**config.mk**
```make
export PLATFORM = sky130hd
export DESIGN_NAME = i2c_master_register_access_flat
export DESIGN_NICKNAME = d
export VERILOG_FILES = /design/src/design/i2cm_pkg.sv /design/src/design/i2cm_cmd_if.sv /design/src/design/i2cm_res_if.sv /design/src/design/i2cm_cfg_regs.sv /design/src/design/i2cm_seq.sv /design/src/design/i2cm_out_stage.sv /design/src/design/i2c_master_register_access.sv /design/src/flat_wrapper.sv
export SDC_FILE = /design/constraint.sdc
export NUM_CORES = 1
export LEC_CHECK = 0
export ABC_AREA = 1
export BUFFER_PORTS_ARGS = -buffer_cell sky130_fd_sc_hd__buf_2
export CORE_MARGIN = 4
export CORE_UTILIZATION = 60
export CTS_CLUSTER_DIAMETER = 100
export DETAILED_ROUTE_END_ITERATION = 6
export PLACE_DENSITY = 0.87
export SLEW_MARGIN = 10
export SYNTH_ARGS = -nofsm -noshare
export SYNTH_HDL_FRONTEND = slang
export SYNTH_SLANG_ARGS = --single-unit
```
**constraint.sdc**
```tcl
create_clock -name clk -period 4.1 [get_ports clk]
set_input_delay 0.205 -clock clk [delete_from_list [all_inputs] [get_ports clk]]
set_output_delay 0.205 -clock clk [all_outputs]
set_load 0.005 [all_outputs]
```
**src/design/i2cm_pkg.sv**
```systemverilog
// Package: types, codes and helpers of the I2C register-access master.
`default_nettype none

package i2cm_pkg;

	localparam int unsigned PHASE_TIMER_BITS = 8;
	localparam int unsigned PT_CALC_BITS = (PHASE_TIMER_BITS > 8) ? PHASE_TIMER_BITS : 8;
	localparam int unsigned PT_MAX = (1 << PHASE_TIMER_BITS) - 1;

	typedef enum logic [1:0] {
		OP_TICK   = 2'd0,
		OP_WRITE  = 2'd1,
		OP_READ   = 2'd2,
		OP_BURST  = 2'd3
	} opcode_t;

	typedef enum logic [2:0] {
		STS_OK        = 3'd0,
		STS_BUS_BUSY  = 3'd1,
		STS_BUS_ERROR = 3'd2,
		STS_NO_ACK    = 3'd3,
		STS_ZERO_CNT  = 3'd4
	} status_t;

	typedef enum logic [1:0] {
		CFG_FAST_MODE  = 2'd0,
		CFG_SLOW_TICKS = 2'd1,
		CFG_FAST_TICKS = 2'd2
	} cfg_index_t;

	typedef enum logic [4:0] {
		ST_IDLE, ST_START1, ST_START2, ST_START3,
		ST_RSTART1, ST_RSTART2, ST_RSTART3,
		ST_TX_LOW, ST_TX_DATA, ST_TX_HIGH,
		ST_ACK_LOW, ST_ACK_REL, ST_ACK_HIGH, ST_ACK_END,
		ST_RX_LOW, ST_RX_HIGH,
		ST_MACK_LOW, ST_MACK_SDA, ST_MACK_HIGH, ST_MACK_END,
		ST_STOP1, ST_STOP2, ST_STOP3, ST_STOP4
	} seq_state_t;

	typedef enum logic [2:0] {
		STG_DEV, STG_REG, STG_DATA, STG_RDADDR, STG_FAIL
	} byte_stage_t;

	typedef struct packed {
		logic       fast_mode;
		logic [7:0] slow_phase_ticks;
		logic [7:0] fast_phase_ticks;
	} cfg_t;

	typedef struct packed {
		logic [1:0] opcode;
		logic [7:0] device_address;
		logic [7:0] register_address;
		logic [7:0] write_byte;
		logic [7:0] read_count;
		logic       sda_sample;
	} cmd_item_t;

	typedef struct packed {
		logic       scl_drive;
		logic       sda_drive;
		logic       busy_res;
		logic       byte_valid;
		logic [7:0] read_data;
		logic       byte_last;
		logic       done_res;
		logic [2:0] status;
	} res_item_t;

	// Ticks loaded at the start of a phase: zero counts as one, and the
	// value saturates to what the phase timer can hold.
	function automatic logic [PHASE_TIMER_BITS-1:0] phase_load(input cfg_t cfg);
		logic [7:0]              t;
		logic [PT_CALC_BITS-1:0] tw;
		t = cfg.fast_mode ? cfg.fast_phase_ticks : cfg.slow_phase_ticks;
		if (t == 8'd0)
			t = 8'd1;
		tw = PT_CALC_BITS'(t);
		if (tw > PT_CALC_BITS'(PT_MAX))
			tw = PT_CALC_BITS'(PT_MAX);
		return tw[PHASE_TIMER_BITS-1:0];
	endfunction

endpackage

`default_nettype wire

```
**src/design/i2cm_cmd_if.sv**
```systemverilog
// Command/tick channel interface.
`default_nettype none

interface i2cm_cmd_if;
	logic       valid;
	logic       ready;
	logic [1:0] opcode;
	logic [7:0] device_address;
	logic [7:0] register_address;
	logic [7:0] write_byte;
	logic [7:0] read_count;
	logic       sda_sample;

	modport source (
		output valid, opcode, device_address, register_address, write_byte,
			read_count, sda_sample,
		input  ready
	);
	modport sink (
		input  valid, opcode, device_address, register_address, write_byte,
			read_count, sda_sample,
		output ready
	);
endinterface

`default_nettype wire

```
**src/design/i2cm_res_if.sv**
```systemverilog
// Result channel interface.
`default_nettype none

interface i2cm_res_if;
	logic       valid;
	logic       ready;
	logic       scl_drive;
	logic       sda_drive;
	logic       busy_res;
	logic       byte_valid;
	logic [7:0] read_data;
	logic       byte_last;
	logic       done_res;
	logic [2:0] status;

	modport source (
		output valid, scl_drive, sda_drive, busy_res, byte_valid, read_data,
			byte_last, done_res, status,
		input  ready
	);
	modport sink (
		input  valid, scl_drive, sda_drive, busy_res, byte_valid, read_data,
			byte_last, done_res, status,
		output ready
	);
endinterface

`default_nettype wire

```
**src/design/i2cm_cfg_regs.sv**
```systemverilog
// Configuration register file: phase tick counts and speed select.
`default_nettype none

module i2cm_cfg_regs
	import i2cm_pkg::*;
(
	input  wire logic       clk,
	input  wire logic       arst_n,
	input  wire logic       cfg_wen,
	input  wire logic [1:0] cfg_index,
	input  wire logic [7:0] cfg_wdata,
	output cfg_t            cfg
);

	cfg_t cfg_q;

	always_ff @(posedge clk or negedge arst_n) begin
		if (!arst_n) begin
			cfg_q.fast_mode        <= 1'b0;
			cfg_q.slow_phase_ticks <= 8'd20;
			cfg_q.fast_phase_ticks <= 8'd4;
		end else if (cfg_wen) begin
			case (cfg_index)
				CFG_FAST_MODE:  cfg_q.fast_mode        <= cfg_wdata[0];
				CFG_SLOW_TICKS: cfg_q.slow_phase_ticks <= cfg_wdata;
				CFG_FAST_TICKS: cfg_q.fast_phase_ticks <= cfg_wdata;
				default: ;
			endcase
		end
	end

	assign cfg = cfg_q;

endmodule

`default_nettype wire

```
**src/design/i2cm_seq.sv**
```systemverilog
// Bus sequencer: state registers and the one-step next-state logic.
`default_nettype none

module i2cm_seq
	import i2cm_pkg::*;
(
	input  wire logic clk,
	input  wire logic arst_n,
	input  wire logic step,
	input  cmd_item_t item,
	input  cfg_t      cfg,
	output res_item_t res
);

	seq_state_t                  st_q, st_n;
	byte_stage_t                 stg_q, stg_n;
	logic [PHASE_TIMER_BITS-1:0] tmr_q, tmr_n;
	logic [3:0]                  bc_q, bc_n;
	logic [7:0]                  sh_q, sh_n;
	logic [7:0]                  br_q, br_n;
	logic [1:0]                  kind_q, kind_n;
	logic [7:0]                  dev_q, dev_n;
	logic [7:0]                  reg_q, reg_n;
	logic [7:0]                  wdat_q, wdat_n;
	logic                        scl_q, scl_n;
	logic                        sda_q, sda_n;

	always_ff @(posedge clk or negedge arst_n) begin
		if (!arst_n) begin
			st_q   <= ST_IDLE;
			stg_q  <= STG_DEV;
			tmr_q  <= '0;
			bc_q   <= '0;
			sh_q   <= '0;
			br_q   <= '0;
			kind_q <= '0;
			dev_q  <= '0;
			reg_q  <= '0;
			wdat_q <= '0;
			scl_q  <= 1'b1;
			sda_q  <= 1'b1;
		end else if (step) begin
			st_q   <= st_n;
			stg_q  <= stg_n;
			tmr_q  <= tmr_n;
			bc_q   <= bc_n;
			sh_q   <= sh_n;
			br_q   <= br_n;
			kind_q <= kind_n;
			dev_q  <= dev_n;
			reg_q  <= reg_n;
			wdat_q <= wdat_n;
			scl_q  <= scl_n;
			sda_q  <= sda_n;
		end
	end

	always_comb begin
		logic       entering;
		logic       valid;
		logic [7:0] data;
		logic       last;
		logic       done;
		status_t    sts;

		st_n     = st_q;
		stg_n    = stg_q;
		tmr_n    = tmr_q;
		bc_n     = bc_q;
		sh_n     = sh_q;
		br_n     = br_q;
		kind_n   = kind_q;
		dev_n    = dev_q;
		reg_n    = reg_q;
		wdat_n   = wdat_q;
		scl_n    = scl_q;
		sda_n    = sda_q;
		entering = 1'b0;
		valid    = 1'b0;
		data     = 8'd0;
		last     = 1'b0;
		done     = 1'b0;
		sts      = STS_OK;

		if (st_q == ST_IDLE) begin
			if (item.opcode != OP_TICK) begin
				if (item.opcode == OP_BURST && item.read_count == 8'd0) begin
					done = 1'b1;
					sts  = STS_ZERO_CNT;
				end else begin
					kind_n   = item.opcode;
					dev_n    = item.device_address;
					reg_n    = item.register_address;
					wdat_n   = item.write_byte;
					br_n     = (item.opcode == OP_BURST) ? item.read_count : 8'd1;
					stg_n    = STG_DEV;
					bc_n     = '0;
					sh_n     = '0;
					st_n     = ST_START1;
					entering = 1'b1;
				end
			end
		end else if (tmr_q > PHASE_TIMER_BITS'(1)) begin
			tmr_n = tmr_q - PHASE_TIMER_BITS'(1);
		end else begin
			tmr_n    = '0;
			entering = 1'b1;
			case (st_q)
				ST_START1: begin
					if (!item.sda_sample) begin
						st_n = ST_IDLE; entering = 1'b0; done = 1'b1; sts = STS_BUS_BUSY;
					end else begin
						st_n = ST_START2;
					end
				end
				ST_START2: begin
					if (item.sda_sample) begin
						st_n = ST_IDLE; entering = 1'b0; done = 1'b1; sts = STS_BUS_ERROR;
					end else begin
						st_n = ST_START3;
					end
				end
				ST_START3: begin
					sh_n = dev_q; bc_n = '0; stg_n = STG_DEV; st_n = ST_TX_LOW;
				end
				ST_RSTART1: st_n = ST_RSTART2;
				ST_RSTART2: st_n = ST_RSTART3;
				ST_RSTART3: begin
					sh_n = dev_q + 8'd1; bc_n = '0; stg_n = STG_RDADDR; st_n = ST_TX_LOW;
				end
				ST_TX_LOW:  st_n = ST_TX_DATA;
				ST_TX_DATA: st_n = ST_TX_HIGH;
				ST_TX_HIGH: begin
					bc_n = bc_q + 4'd1;
					st_n = (bc_n < 4'd8) ? ST_TX_LOW : ST_ACK_LOW;
				end
				ST_ACK_LOW: st_n = ST_ACK_REL;
				ST_ACK_REL: st_n = ST_ACK_HIGH;
				ST_ACK_HIGH: begin
					// only the device address acknowledge is checked
					if (stg_q == STG_DEV && item.sda_sample)
						stg_n = STG_FAIL;
					st_n = ST_ACK_END;
				end
				ST_ACK_END: begin
					case (stg_q)
						STG_DEV: begin
							sh_n = reg_q; bc_n = '0; stg_n = STG_REG; st_n = ST_TX_LOW;
						end
						STG_REG: begin
							if (kind_q == OP_WRITE) begin
								sh_n = wdat_q; bc_n = '0; stg_n = STG_DATA; st_n = ST_TX_LOW;
							end else begin
								st_n = ST_RSTART1;
							end
						end
						STG_RDADDR: begin
							bc_n = '0; sh_n = '0; st_n = ST_RX_LOW;
						end
						default: st_n = ST_STOP1;
					endcase
				end
				ST_RX_LOW: st_n = ST_RX_HIGH;
				ST_RX_HIGH: begin
					sh_n = {sh_q[6:0], item.sda_sample};
					bc_n = bc_q + 4'd1;
					if (bc_n < 4'd8) begin
						st_n = ST_RX_LOW;
					end else begin
						valid = 1'b1;
						data  = sh_n;
						last  = (br_q <= 8'd1);
						br_n  = last ? 8'd0 : br_q - 8'd1;
						st_n  = ST_MACK_LOW;
					end
				end
				ST_MACK_LOW:  st_n = ST_MACK_SDA;
				ST_MACK_SDA:  st_n = ST_MACK_HIGH;
				ST_MACK_HIGH: st_n = ST_MACK_END;
				ST_MACK_END: begin
					if (br_q == 8'd0) begin
						st_n = ST_STOP1;
					end else begin
						bc_n = '0; sh_n = '0; st_n = ST_RX_LOW;
					end
				end
				ST_STOP1: st_n = ST_STOP2;
				ST_STOP2: st_n = ST_STOP3;
				ST_STOP3: st_n = ST_STOP4;
				default: begin
					st_n     = ST_IDLE;
					entering = 1'b0;
					done     = 1'b1;
					sts      = (stg_q == STG_FAIL) ? STS_NO_ACK : STS_OK;
				end
			endcase
		end

		// pin levels and phase reload on entry to a new phase
		if (entering) begin
			tmr_n = phase_load(cfg);
			case (st_n)
				ST_START1, ST_RSTART1: begin
					sda_n = 1'b1; scl_n = 1'b1;
				end
				ST_START2, ST_RSTART2, ST_START3, ST_RSTART3, ST_STOP2: sda_n = 1'b0;
				ST_TX_DATA: begin
					sda_n = sh_n[7];
					sh_n  = {sh_n[6:0], 1'b0};
				end
				ST_TX_HIGH, ST_ACK_HIGH, ST_RX_HIGH, ST_MACK_HIGH, ST_STOP3: scl_n = 1'b1;
				ST_ACK_REL, ST_STOP4: sda_n = 1'b1;
				ST_RX_LOW: begin
					scl_n = 1'b0; sda_n = 1'b1;
				end
				ST_MACK_SDA: sda_n = (br_n == 8'd0);
				default: scl_n = 1'b0;
			endcase
		end

		res.scl_drive  = scl_n;
		res.sda_drive  = sda_n;
		res.busy_res   = (st_n != ST_IDLE);
		res.byte_valid = valid;
		res.read_data  = data;
		res.byte_last  = last;
		res.done_res   = done;
		res.status     = sts;
	end

endmodule

`default_nettype wire

```
**src/design/i2cm_out_stage.sv**
```systemverilog
// Result register: holds one finished result until the sink takes it.
`default_nettype none

module i2cm_out_stage
	import i2cm_pkg::*;
(
	input  wire logic  clk,
	input  wire logic  arst_n,
	input  wire logic  load,
	input  res_item_t  res_d,
	output logic       free,
	i2cm_res_if.source res
);

	res_item_t res_q;
	logic      vld_q;

	assign free = !vld_q || res.ready;

	always_ff @(posedge clk or negedge arst_n) begin
		if (!arst_n)
			vld_q <= 1'b0;
		else if (load)
			vld_q <= 1'b1;
		else if (res.ready)
			vld_q <= 1'b0;
	end

	always_ff @(posedge clk) begin
		if (load)
			res_q <= res_d;
	end

	assign res.valid      = vld_q;
	assign res.scl_drive  = res_q.scl_drive;
	assign res.sda_drive  = res_q.sda_drive;
	assign res.busy_res   = res_q.busy_res;
	assign res.byte_valid = res_q.byte_valid;
	assign res.read_data  = res_q.read_data;
	assign res.byte_last  = res_q.byte_last;
	assign res.done_res   = res_q.done_res;
	assign res.status     = res_q.status;

endmodule

`default_nettype wire

```
**src/design/i2c_master_register_access.sv**
```systemverilog
// Top level of the I2C register-access master.
//
// Channel   Dir  Contents
// cmd       in   opcode, addresses, write byte, read count, sampled SDA
// res       out  SCL/SDA drive, busy, read byte with flags, done, status
// cfg       in   write enable, register index, write data (no read-back)
//
// Accepts one transaction per clock while the result is not stalled. An accepted
// transaction waits in the input register until the result register is free; its
// sequencer step then lands in the result register, which offers the result.
// A stalled result blocks the input register; one more transaction is still
// taken while the input register is empty.
// Reset is asynchronous: the bus is released (SCL and SDA high) and the
// sequencer is idle.
`default_nettype none

module i2c_master_register_access
	import i2cm_pkg::*;
(
	input  wire logic       clk,
	input  wire logic       arst_n,
	i2cm_cmd_if.sink        cmd,
	i2cm_res_if.source      res,
	input  wire logic       cfg_wen,
	input  wire logic [1:0] cfg_index,
	input  wire logic [7:0] cfg_wdata
);

	cfg_t      cfg;
	cmd_item_t item_s1;
	logic      vld_s1;
	logic      out_free;
	logic      adv;
	res_item_t step_res;

	i2cm_cfg_regs u_cfg (
		.clk       (clk),
		.arst_n    (arst_n),
		.cfg_wen   (cfg_wen),
		.cfg_index (cfg_index),
		.cfg_wdata (cfg_wdata),
		.cfg       (cfg)
	);

	assign adv       = vld_s1 && out_free;
	assign cmd.ready = !vld_s1 || adv;

	always_ff @(posedge clk or negedge arst_n) begin
		if (!arst_n)
			vld_s1 <= 1'b0;
		else if (cmd.ready)
			vld_s1 <= cmd.valid;
	end

	always_ff @(posedge clk) begin
		if (cmd.ready && cmd.valid) begin
			item_s1.opcode           <= cmd.opcode;
			item_s1.device_address   <= cmd.device_address;
			item_s1.register_address <= cmd.register_address;
			item_s1.write_byte       <= cmd.write_byte;
			item_s1.read_count       <= cmd.read_count;
			item_s1.sda_sample       <= cmd.sda_sample;
		end
	end

	i2cm_seq u_seq (
		.clk    (clk),
		.arst_n (arst_n),
		.step   (adv),
		.item   (item_s1),
		.cfg    (cfg),
		.res    (step_res)
	);

	i2cm_out_stage u_out (
		.clk    (clk),
		.arst_n (arst_n),
		.load   (adv),
		.res_d  (step_res),
		.free   (out_free),
		.res    (res)
	);

endmodule

`default_nettype wire

```
**src/flat_wrapper.sv**
```systemverilog
// flat-port wrapper written by rule: the top's interface ports become plain ports
module i2c_master_register_access_flat import i2cm_pkg::*;
  (clk, arst_n, cfg_wen, cfg_index, cfg_wdata, cmd_valid, cmd_opcode, cmd_device_address, cmd_register_address, cmd_write_byte, cmd_read_count, cmd_sda_sample, cmd_ready, res_valid, res_scl_drive, res_sda_drive, res_busy_res, res_byte_valid, res_read_data, res_byte_last, res_done_res, res_status, res_ready);
  i2cm_cmd_if cmd_i ();
  i2cm_res_if res_i ();
  input  wire logic clk;
  input  wire logic arst_n;
  input  wire logic cfg_wen;
  input  wire logic [1:0] cfg_index;
  input  wire logic [7:0] cfg_wdata;
  input wire logic [$bits(cmd_i.valid)-1:0] cmd_valid;
  input wire logic [$bits(cmd_i.opcode)-1:0] cmd_opcode;
  input wire logic [$bits(cmd_i.device_address)-1:0] cmd_device_address;
  input wire logic [$bits(cmd_i.register_address)-1:0] cmd_register_address;
  input wire logic [$bits(cmd_i.write_byte)-1:0] cmd_write_byte;
  input wire logic [$bits(cmd_i.read_count)-1:0] cmd_read_count;
  input wire logic [$bits(cmd_i.sda_sample)-1:0] cmd_sda_sample;
  output wire logic [$bits(cmd_i.ready)-1:0] cmd_ready;
  output wire logic [$bits(res_i.valid)-1:0] res_valid;
  output wire logic [$bits(res_i.scl_drive)-1:0] res_scl_drive;
  output wire logic [$bits(res_i.sda_drive)-1:0] res_sda_drive;
  output wire logic [$bits(res_i.busy_res)-1:0] res_busy_res;
  output wire logic [$bits(res_i.byte_valid)-1:0] res_byte_valid;
  output wire logic [$bits(res_i.read_data)-1:0] res_read_data;
  output wire logic [$bits(res_i.byte_last)-1:0] res_byte_last;
  output wire logic [$bits(res_i.done_res)-1:0] res_done_res;
  output wire logic [$bits(res_i.status)-1:0] res_status;
  input wire logic [$bits(res_i.ready)-1:0] res_ready;
  assign cmd_i.valid = cmd_valid;
  assign cmd_i.opcode = cmd_opcode;
  assign cmd_i.device_address = cmd_device_address;
  assign cmd_i.register_address = cmd_register_address;
  assign cmd_i.write_byte = cmd_write_byte;
  assign cmd_i.read_count = cmd_read_count;
  assign cmd_i.sda_sample = cmd_sda_sample;
  assign cmd_ready = cmd_i.ready;
  assign res_valid = res_i.valid;
  assign res_scl_drive = res_i.scl_drive;
  assign res_sda_drive = res_i.sda_drive;
  assign res_busy_res = res_i.busy_res;
  assign res_byte_valid = res_i.byte_valid;
  assign res_read_data = res_i.read_data;
  assign res_byte_last = res_i.byte_last;
  assign res_done_res = res_i.done_res;
  assign res_status = res_i.status;
  assign res_i.ready = res_ready;
  i2c_master_register_access u_core (.clk(clk), .arst_n(arst_n), .cmd(cmd_i), .res(res_i), .cfg_wen(cfg_wen), .cfg_index(cfg_index), .cfg_wdata(cfg_wdata));
endmodule
```
==> results of run 1 <==
stage by stage:
stage	hold slack [ps]	util (%)
floorplan	-90.6	-
global placement	382	65.8
detailed placement	383	65.8
CTS	10.0	73.7
global route	34.5	73.7
finish	-48.7	73.7
final timing paths:
kind	start	endpoint	cells past startpoint
hold / removal	arst_n	u_core.u_seq.dev_q[3]	1
max in group asynchronous	arst_n	u_core.u_seq.st_q[3]	1
setup / recovery	u_core.u_seq.tmr_q[0]	u_core.u_out.res.sda_drive	14
hold reg to reg	u_core.u_seq.scl_q	u_core.u_seq.scl_q	2
setup reg to reg	u_core.u_seq.tmr_q[0]	u_core.u_out.res.sda_drive	14
min in group clk	cfg_wdata[4]	u_core.u_cfg.cfg[12]	3
metal layers:
layer  vias to the layer above  share of wire (%)
met4                         0                3.2
li1                       3317                  -
met5                         -                  0
met2                       413                 47
met3                        85                9.1
met1                      3226                 41
worst max-delay path, cell delays in order (launching register included):
cell	delay, ps
dfrtp_1	400
inv_1	90
ha_1	230
o21ai_0	280
nor2_1	190
nand2_1	180
nor2_1	70
nor2_1	420
o21ai_0	180
o21ai_0	260
nor2_1	110
nand2_1	90
nand3_1	70
nand2_1	60
nand2_1	80
sequential cells by signal, indices dropped and copies added (netlist names):
register and cells:
u_core.u_seq.wdat_q 8, u_core.u_out.res.status 3, u_core.u_seq.sh_q 8, u_core.u_cfg.cfg 17, u_core.u_out.res.byte_valid 1, u_core.u_seq.tmr_q 8
u_core.u_out.res.busy_res 1, u_core.u_out.res.sda_drive 1, u_core.u_seq.kind_q 2, u_core.u_seq.reg_q 8, u_core.u_seq.stg_q 3, u_core.vld_s1 1
u_core.u_out.res.done_res 1, u_core.u_out.res.valid 1, u_core.u_seq.st_q 5, u_core.u_seq.dev_q 8, u_core.item_s1 35, u_core.u_seq.sda_q 1
u_core.u_seq.bc_q 4, u_core.u_out.res.byte_last 1, u_core.u_out.res.scl_drive 1, u_core.u_out.res.read_data 8, u_core.u_seq.br_q 8, u_core.u_seq.scl_q 1
area by class of cell:
| type | instances | area (µm²) | area share (%) |
|---|---|---|---|
| Timing Repair Buffer | 110 | 748 | 8.38 |
| Clock inverter | 14 | 163 | 1.82 |
| Multi-Input combinational cell | 670 | 3350 | 37.5 |
| Clock buffer | 18 | 429 | 4.81 |
| Sequential cell | 135 | 3640 | 40.8 |
| Tap cell | 168 | 210 | 2.36 |
| Inverter | 100 | 378 | 4.23 |
power by group through the flow:
stage	clock [mW]	combinational, mW	sequential [mW]
after floorplan	0	1.69	2.01
after global placement	0	2.14	2.07
after detailed placement	0	2.18	2.08
after CTS	1.54	2.23	2.06
after global routing	1.61	2.56	2.12
final	1.54	2.30	2.08
kinds of logic (layout without fill, tap and decap cells):
| kind of cell | count (synthesis) | in the layout | share of synthesized area (%) |
|---|---|---|---|
| buf+inv | 121 | 242 | 6.46 |
| mux | 25 | 25 | 3.66 |
| flops | 135 | 135 | 48.7 |
| xor+xnor | 3 | 3 | 0.351 |
| fa+ha+maj | 7 | 7 | 1.17 |
| simple gates | 481 | 481 | 28.2 |
| compound gates | 154 | 154 | 11.5 |
placed cells by master, fill, tap and decap left out, types with 8 or more instances in the layout:
| cell type | Yosys | final |
|---|---|---|
| a21oi_1 | 36 | 36 |
| buf_2 | 3 | 67 |
| clkbuf_16 | 0 | 17 |
| dfrtp_1 | 78 | 78 |
| dlygate4sd3_1 | 0 | 36 |
| edfxtp_1 | 52 | 52 |
| inv_1 | 84 | 84 |
| inv_2 | 13 | 13 |
| mux2_2 | 19 | 19 |
| nand2_1 | 245 | 245 |
| nand2_2 | 8 | 8 |
| nand3_1 | 72 | 72 |
| nand4_1 | 16 | 16 |
| nor2_1 | 103 | 103 |
| nor3_1 | 10 | 10 |
| o21ai_0 | 75 | 75 |
what timing repair did:
| action | in CTS | in global routing |
|---|---|---|
| endpoints found under the setup margin | 0 | 0 |
| hold buffers | 36 | 0 |
| hold endpoints to repair | 36 | 0 |
==> reports/metrics.csv, run 1 <==
stage,metric,value,unit
run_status,outcome,finished with violations,
run_status,failing checks,hold timing,
drt,Final ANT Viol Nets,0,
timing,max-slew violation count,0,
timing,final setup vio count,0,
cts,CTS tree,yes,
logic_synthesis,dominant cell type by area after synthesis,dfrtp_1,
logic_synthesis,sequential element share of the synthesized area,48.7,%
cells_and_area,# nets final,1091,
worst_setup_path,Required @ worst endpoint,4270,ps
worst_setup_path,CP Class,register to register,
logic_synthesis,Yosys cell types,51,
logic_synthesis,syn nets,983,
grt,initial antenna violation count,0,
power,Cell Pwr Density,664,nW/µm²
placed_design,PortBufs,68,
timing,RSZ-0062 raised after global routing,false,
cts,total CTS buffers,17,
cts,CTS root buffer,clkbuf_16,
logic_synthesis,most common cell in the netlist,nand2_1,
timing,total negative slack,0,ps
power,Sw Pwr,2.46,mW
worst_setup_path,Crit Path Max Fanout,8,
grt,total grt overflow,0,
worst_setup_path,r2r setup slk,1130,ps
drt,final wirelength,19.6,mm
drt,via count,7041,
grt,largest net degree at the start of global routing,84,
logic_synthesis,synthesized cell area,7480,µm²
run,max-cap viol count,0,
worst_hold_path,Hold/Removal Path Class,input port to async pin,
grt,met3 usage in global routing,6.64,%
cells_and_area,Final Instance Count excl. Fillers,1215,
timing,final setup skew,11.9,ps
grt,first-pass GRT wire length,31.9,mm
floorplanning,starting density of the core,61.7,%
logic_synthesis,average size of a mapped cell,8.08,µm²
grt,GR peak layer,met2,
logic_synthesis,largest cells by area after synthesis,"dfrtp_1, edfxtp_1, nand2_1",
drt,DR WL/cell,16.2,µm
placed_design,HPWL Detailed,12.8,mm
floorplanning,Ports,69,
floorplanning,CORE AREA,12100,µm²
logic_synthesis,synth cell count leaders,"nand2_1, nor2_1, inv_1, dfrtp_1, o21ai_0",
drt,drt drc,0,
cts,clock buffer depth,2,
logic_synthesis,predominant post-synthesis flop cell,dfrtp_1,
floorplanning,Die Span Y,120,µm
worst_setup_path,Worst EP arrival,3130,ps
floorplanning,Die X,120,µm
worst_setup_path,Crit. End Element,register,
placed_design,Placed Area,7970,µm²
cts,H-Tree Depth,4,
worst_setup_path,CP startpoint kind,register,
cts,post_cts resized,0,
timing,Rel. slew slack,28.9,%
cts,CTS sink count,135,
cells_and_area,Syn-to-layout area delta,19.3,%
power,Sw Share,41.6,%
timing,setup ws final,1130,ps
logic_synthesis,asr flop ratio synth,61.5,%
grt,grt met2 use,43.9,%
cts,post-CTS setup buffer count,0,
cts,Clock Pin Slew Worst Setup and Hold Paths,70,ps
placed_design,GPL Wtd Cong,1.03,
drt,vias per inst,5.80,
grt,M1 GR Usage,37.7,%
power,P_int,3.46,mW
logic_synthesis,number of synthesized flops with an enable pin,52,
power,overall power,5.92,mW
grt,total track usage,28.1,%
timing,Fin. Hold Viols,39,
drt,DRT Pass-1 Iters,6,
cells_and_area,share of cells above drive strength 1,16.6,%
placed_design,Inst Count DP,1147,
logic_synthesis,post-synth top area share,26.1,%
timing,fmax,337,MHz
drt,DR iter-0 viols,928,
placed_design,Setup WS pre-CTS,1200,ps
floorplanning,Die Footprint,14300,µm²
power,maximum VDD drop,0.428,mV
floorplanning,Cell Rows,40,
grt,vias in the first global route,6651,
power,leak pwr,4.16,nW
logic_synthesis,post-synthesis cell count,926,
logic_synthesis,synth warn,0,
logic_synthesis,register bit total from synthesis,135,
cts,clk_lat worst skew,430,ps
timing,worst-margin pin slew,1070,ps
power,Logic pwr share,38.8,%
power,Clock power frac,26.0,%
cells_and_area,# fillers,891,
cells_and_area,diode count,0,
timing,Min Hold Slack,-48.7,ps
timing,min cycle time layout,2970,ps
power,share of total power in sequential cells,35.2,%
timing,"Period Utilization, post-route",72.3,%
cells_and_area,design area,8920,µm²
(Power assumes the default switching activity.)
==> inputs of run 2 (changes only) <==
Settings changed: CORE_UTILIZATION 60 to 54, PLACE_DENSITY 0.87 to 0.83.
Clock period 4.1 ns to 2.4 ns, I/O delays scaled along.
==> run 2 against run 1 <==
Net effect: the run ends with setup timing left; fmax rose by 22%; critical path depth is 5 higher; clock skew is 1.8 ps higher; sequential power is 74% higher; via count increased by 6.5%; critical path type unchanged; clock-buffer cell count is 1 lower; first-iteration DRC count fell by 2.5%; clock power increased by 86%; power up 96%; wire length grew 12%; global-route usage down 0.72 points.
==> reports/metrics.csv, run 2 (synthesis results as in run 1) <==
stage,metric,value,unit
placed_design,Inst Count DP,1211,
floorplanning,Ports,69,
worst_setup_path,CP startpoint kind,register,
timing,final setup skew,13.7,ps
cells_and_area,most frequent cells in the layout,"nand2_1, nor2_1, buf_4, inv_1, dfrtp_1",
cells_and_area,Final Instance Count excl. Fillers,1312,
power,Clock power frac,24.6,%
cells_and_area,design area,10000,µm²
timing,min cycle time layout,2440,ps
worst_setup_path,Reg2Reg Launch Point,u_core.u_seq.tmr_q[1],
run,max-cap viol count,0,
floorplanning,Die X,126,µm
run_status,failing checks,setup timing,
timing,setup ws final,-35.2,ps
cts,Clock Pin Slew Worst Setup and Hold Paths,60,ps
cts,CTS sink count,135,
cts,clk_lat worst skew,440,ps
grt,initial antenna violation count,0,
worst_setup_path,r2r setup slk,-40,ps
power,Cell Pwr Density,1160,nW/µm²
cells_and_area,Biggest register,u_core.item_s1,
worst_hold_path,Hold Path End,u_core.u_cfg.cfg[16],
timing,worst-margin pin slew,580,ps
worst_setup_path,Worst EP arrival,2810,ps
grt,vias in the first global route,7214,
worst_setup_path,Crit. End Element,register,
grt,largest net degree at the start of global routing,43,
placed_design,PortBufs,68,
power,Sw Pwr,4.78,mW
drt,DR WL/cell,16.8,µm
cells_and_area,Syn-to-layout area delta,34.3,%
drt,Metal-1 WL,8.79,mm
drt,drt drc,0,
timing,Min Hold Slack,18.7,ps
worst_hold_path,Hold/Removal Path Class,input port to register,
timing,max-slew violation count,0,
power,P_int,6.84,mW
worst_hold_path,min-delay src,cfg_index[0],
placed_design,GPL Wtd Cong,0.966,
drt,DRT Pass-1 Iters,6,
drt,vias per inst,5.71,
cells_and_area,# nets final,1181,
cts,CTS tree,yes,
grt,total grt overflow,0,
timing,fmax,411,MHz
run_status,outcome,finished with violations,
cts,clock buffer depth,2,
worst_setup_path,Register-to-Register Path Depth,19,
floorplanning,CORE AREA,13400,µm²
grt,first-pass GRT wire length,34.9,mm
placed_design,HPWL Detailed,13.9,mm
floorplanning,Cell Rows,42,
timing,final setup vio count,2,
timing,"Period Utilization, post-route",101,%
drt,max layer used,met4,
cells_and_area,diode count,0,
cells_and_area,max reg flops,35,
floorplanning,Die Footprint,15800,µm²
timing,Fin. Hold Viols,0,
drt,final wirelength,22.0,mm
drt,metal2 WL,10.7,mm
worst_setup_path,Required @ worst endpoint,2780,ps
power,maximum VDD drop,0.648,mV
worst_hold_path,hold path depth,4,
timing,Rel. slew slack,61.3,%
power,share of total power in sequential cells,31.1,%
cts,total CTS buffers,17,
floorplanning,Die Span Y,126,µm
drt,WL met3,1.86,mm
placed_design,Placed Area,8410,µm²
power,Sw Share,41.1,%
power,leak pwr,4.68,nW
grt,total track usage,27.4,%
worst_setup_path,CP Class,register to register,
cells_and_area,"commonest non-fill, non-tap cell in the layout",nand2_1,
placed_design,Setup WS pre-CTS,-45.2,ps
cts,CTS root buffer,clkbuf_16,
cts,H-Tree Depth,4,
drt,via count,7498,
power,overall power,11.6,mW
power,Logic pwr share,44.3,%
drt,DR iter-0 viols,905,
cells_and_area,share of cells above drive strength 1,28.9,%
timing,total negative slack,-47.4,ps
worst_setup_path,r2r endpoint,u_core.u_seq.sda_q,
worst_setup_path,Crit Path Max Fanout,7,
cells_and_area,Util after Layout,74.9,%
drt,Final ANT Viol Nets,0,
timing,RSZ-0062 raised after global routing,true,
floorplanning,starting density of the core,55.8,%
==> run 2: worst max path at each step <==
stage / slack [ps] / to / start
2_1_floorplan: 40 / u_core.u_out.res.sda_drive / u_core.u_seq.tmr_q[0]
3_3_place_gp: 40 / u_core.u_out.res.scl_drive / u_core.u_seq.st_q[2]
3_5_place_dp: -50 / u_core.u_seq.sda_q / u_core.u_seq.tmr_q[1]
4_1_cts: 8 / u_core.u_seq.sh_q[1] / u_core.u_seq.tmr_q[0]
5_1_grt: -170 / u_core.u_out.res.sda_drive / u_core.u_seq.st_q[0]
6_report: -40 / u_core.u_seq.sda_q / u_core.u_seq.tmr_q[1]
==> run 2: final cells by class <==
class	instances	area, µm²
clock buffer	17	425
clock inverter	14	210
fill	885	3360
inverter	100	394
multi-input combinational	670	3650
sequential	135	3650
tap	176	220
timing repair buffer	200	1490
==> run 2: power by group through the flow <==
stage	logic [mW]	registers [mW]	clock network, mW
6_report	5.15	3.61	2.86
5_1_grt	5.64	3.67	2.98
4_1_cts	4.39	3.52	2.85
3_5_place_dp	4.23	3.55	0
3_3_place_gp	4.14	3.53	0
2_1_floorplan	2.88	3.43	0
==> run 2: routing by layer <==
| metal | vias to the layer above | track usage (%) |
|---|---|---|
| li1 | 3499 | - |
| met3 | 78 | 6.65 |
| met1 | 3497 | 34.9 |
| met5 | - | 0 |
| met4 | 0 | 11.3 |
| met2 | 424 | 44.9 |
==> run 2: what timing repair did <==
item,CTS,global route
pin swaps,3,23
setup endpoints to repair,7,18
gates cloned,1,0
hold buffers,47,0
endpoints found under the hold margin,88,0
setup buffers,1,21
gates resized for setup,6,100
==> run 2: worst max-delay path: stages (launching register included) <==
cell and delay (ps):
dfrtp_1 400, inv_2 130, ha_4 180, o21ai_4 70, buf_4 150, inv_1 70, nand2_2 100, nor2_4 200
nand3_1 110, nand3_1 110, nand2_1 80, nor2_2 100, nand3_2 100, nor2_2 150, nand2_1 70, nand3_1 90
nand2_1 70, nand2_1 80, nand2_1 50, nand2_1 70
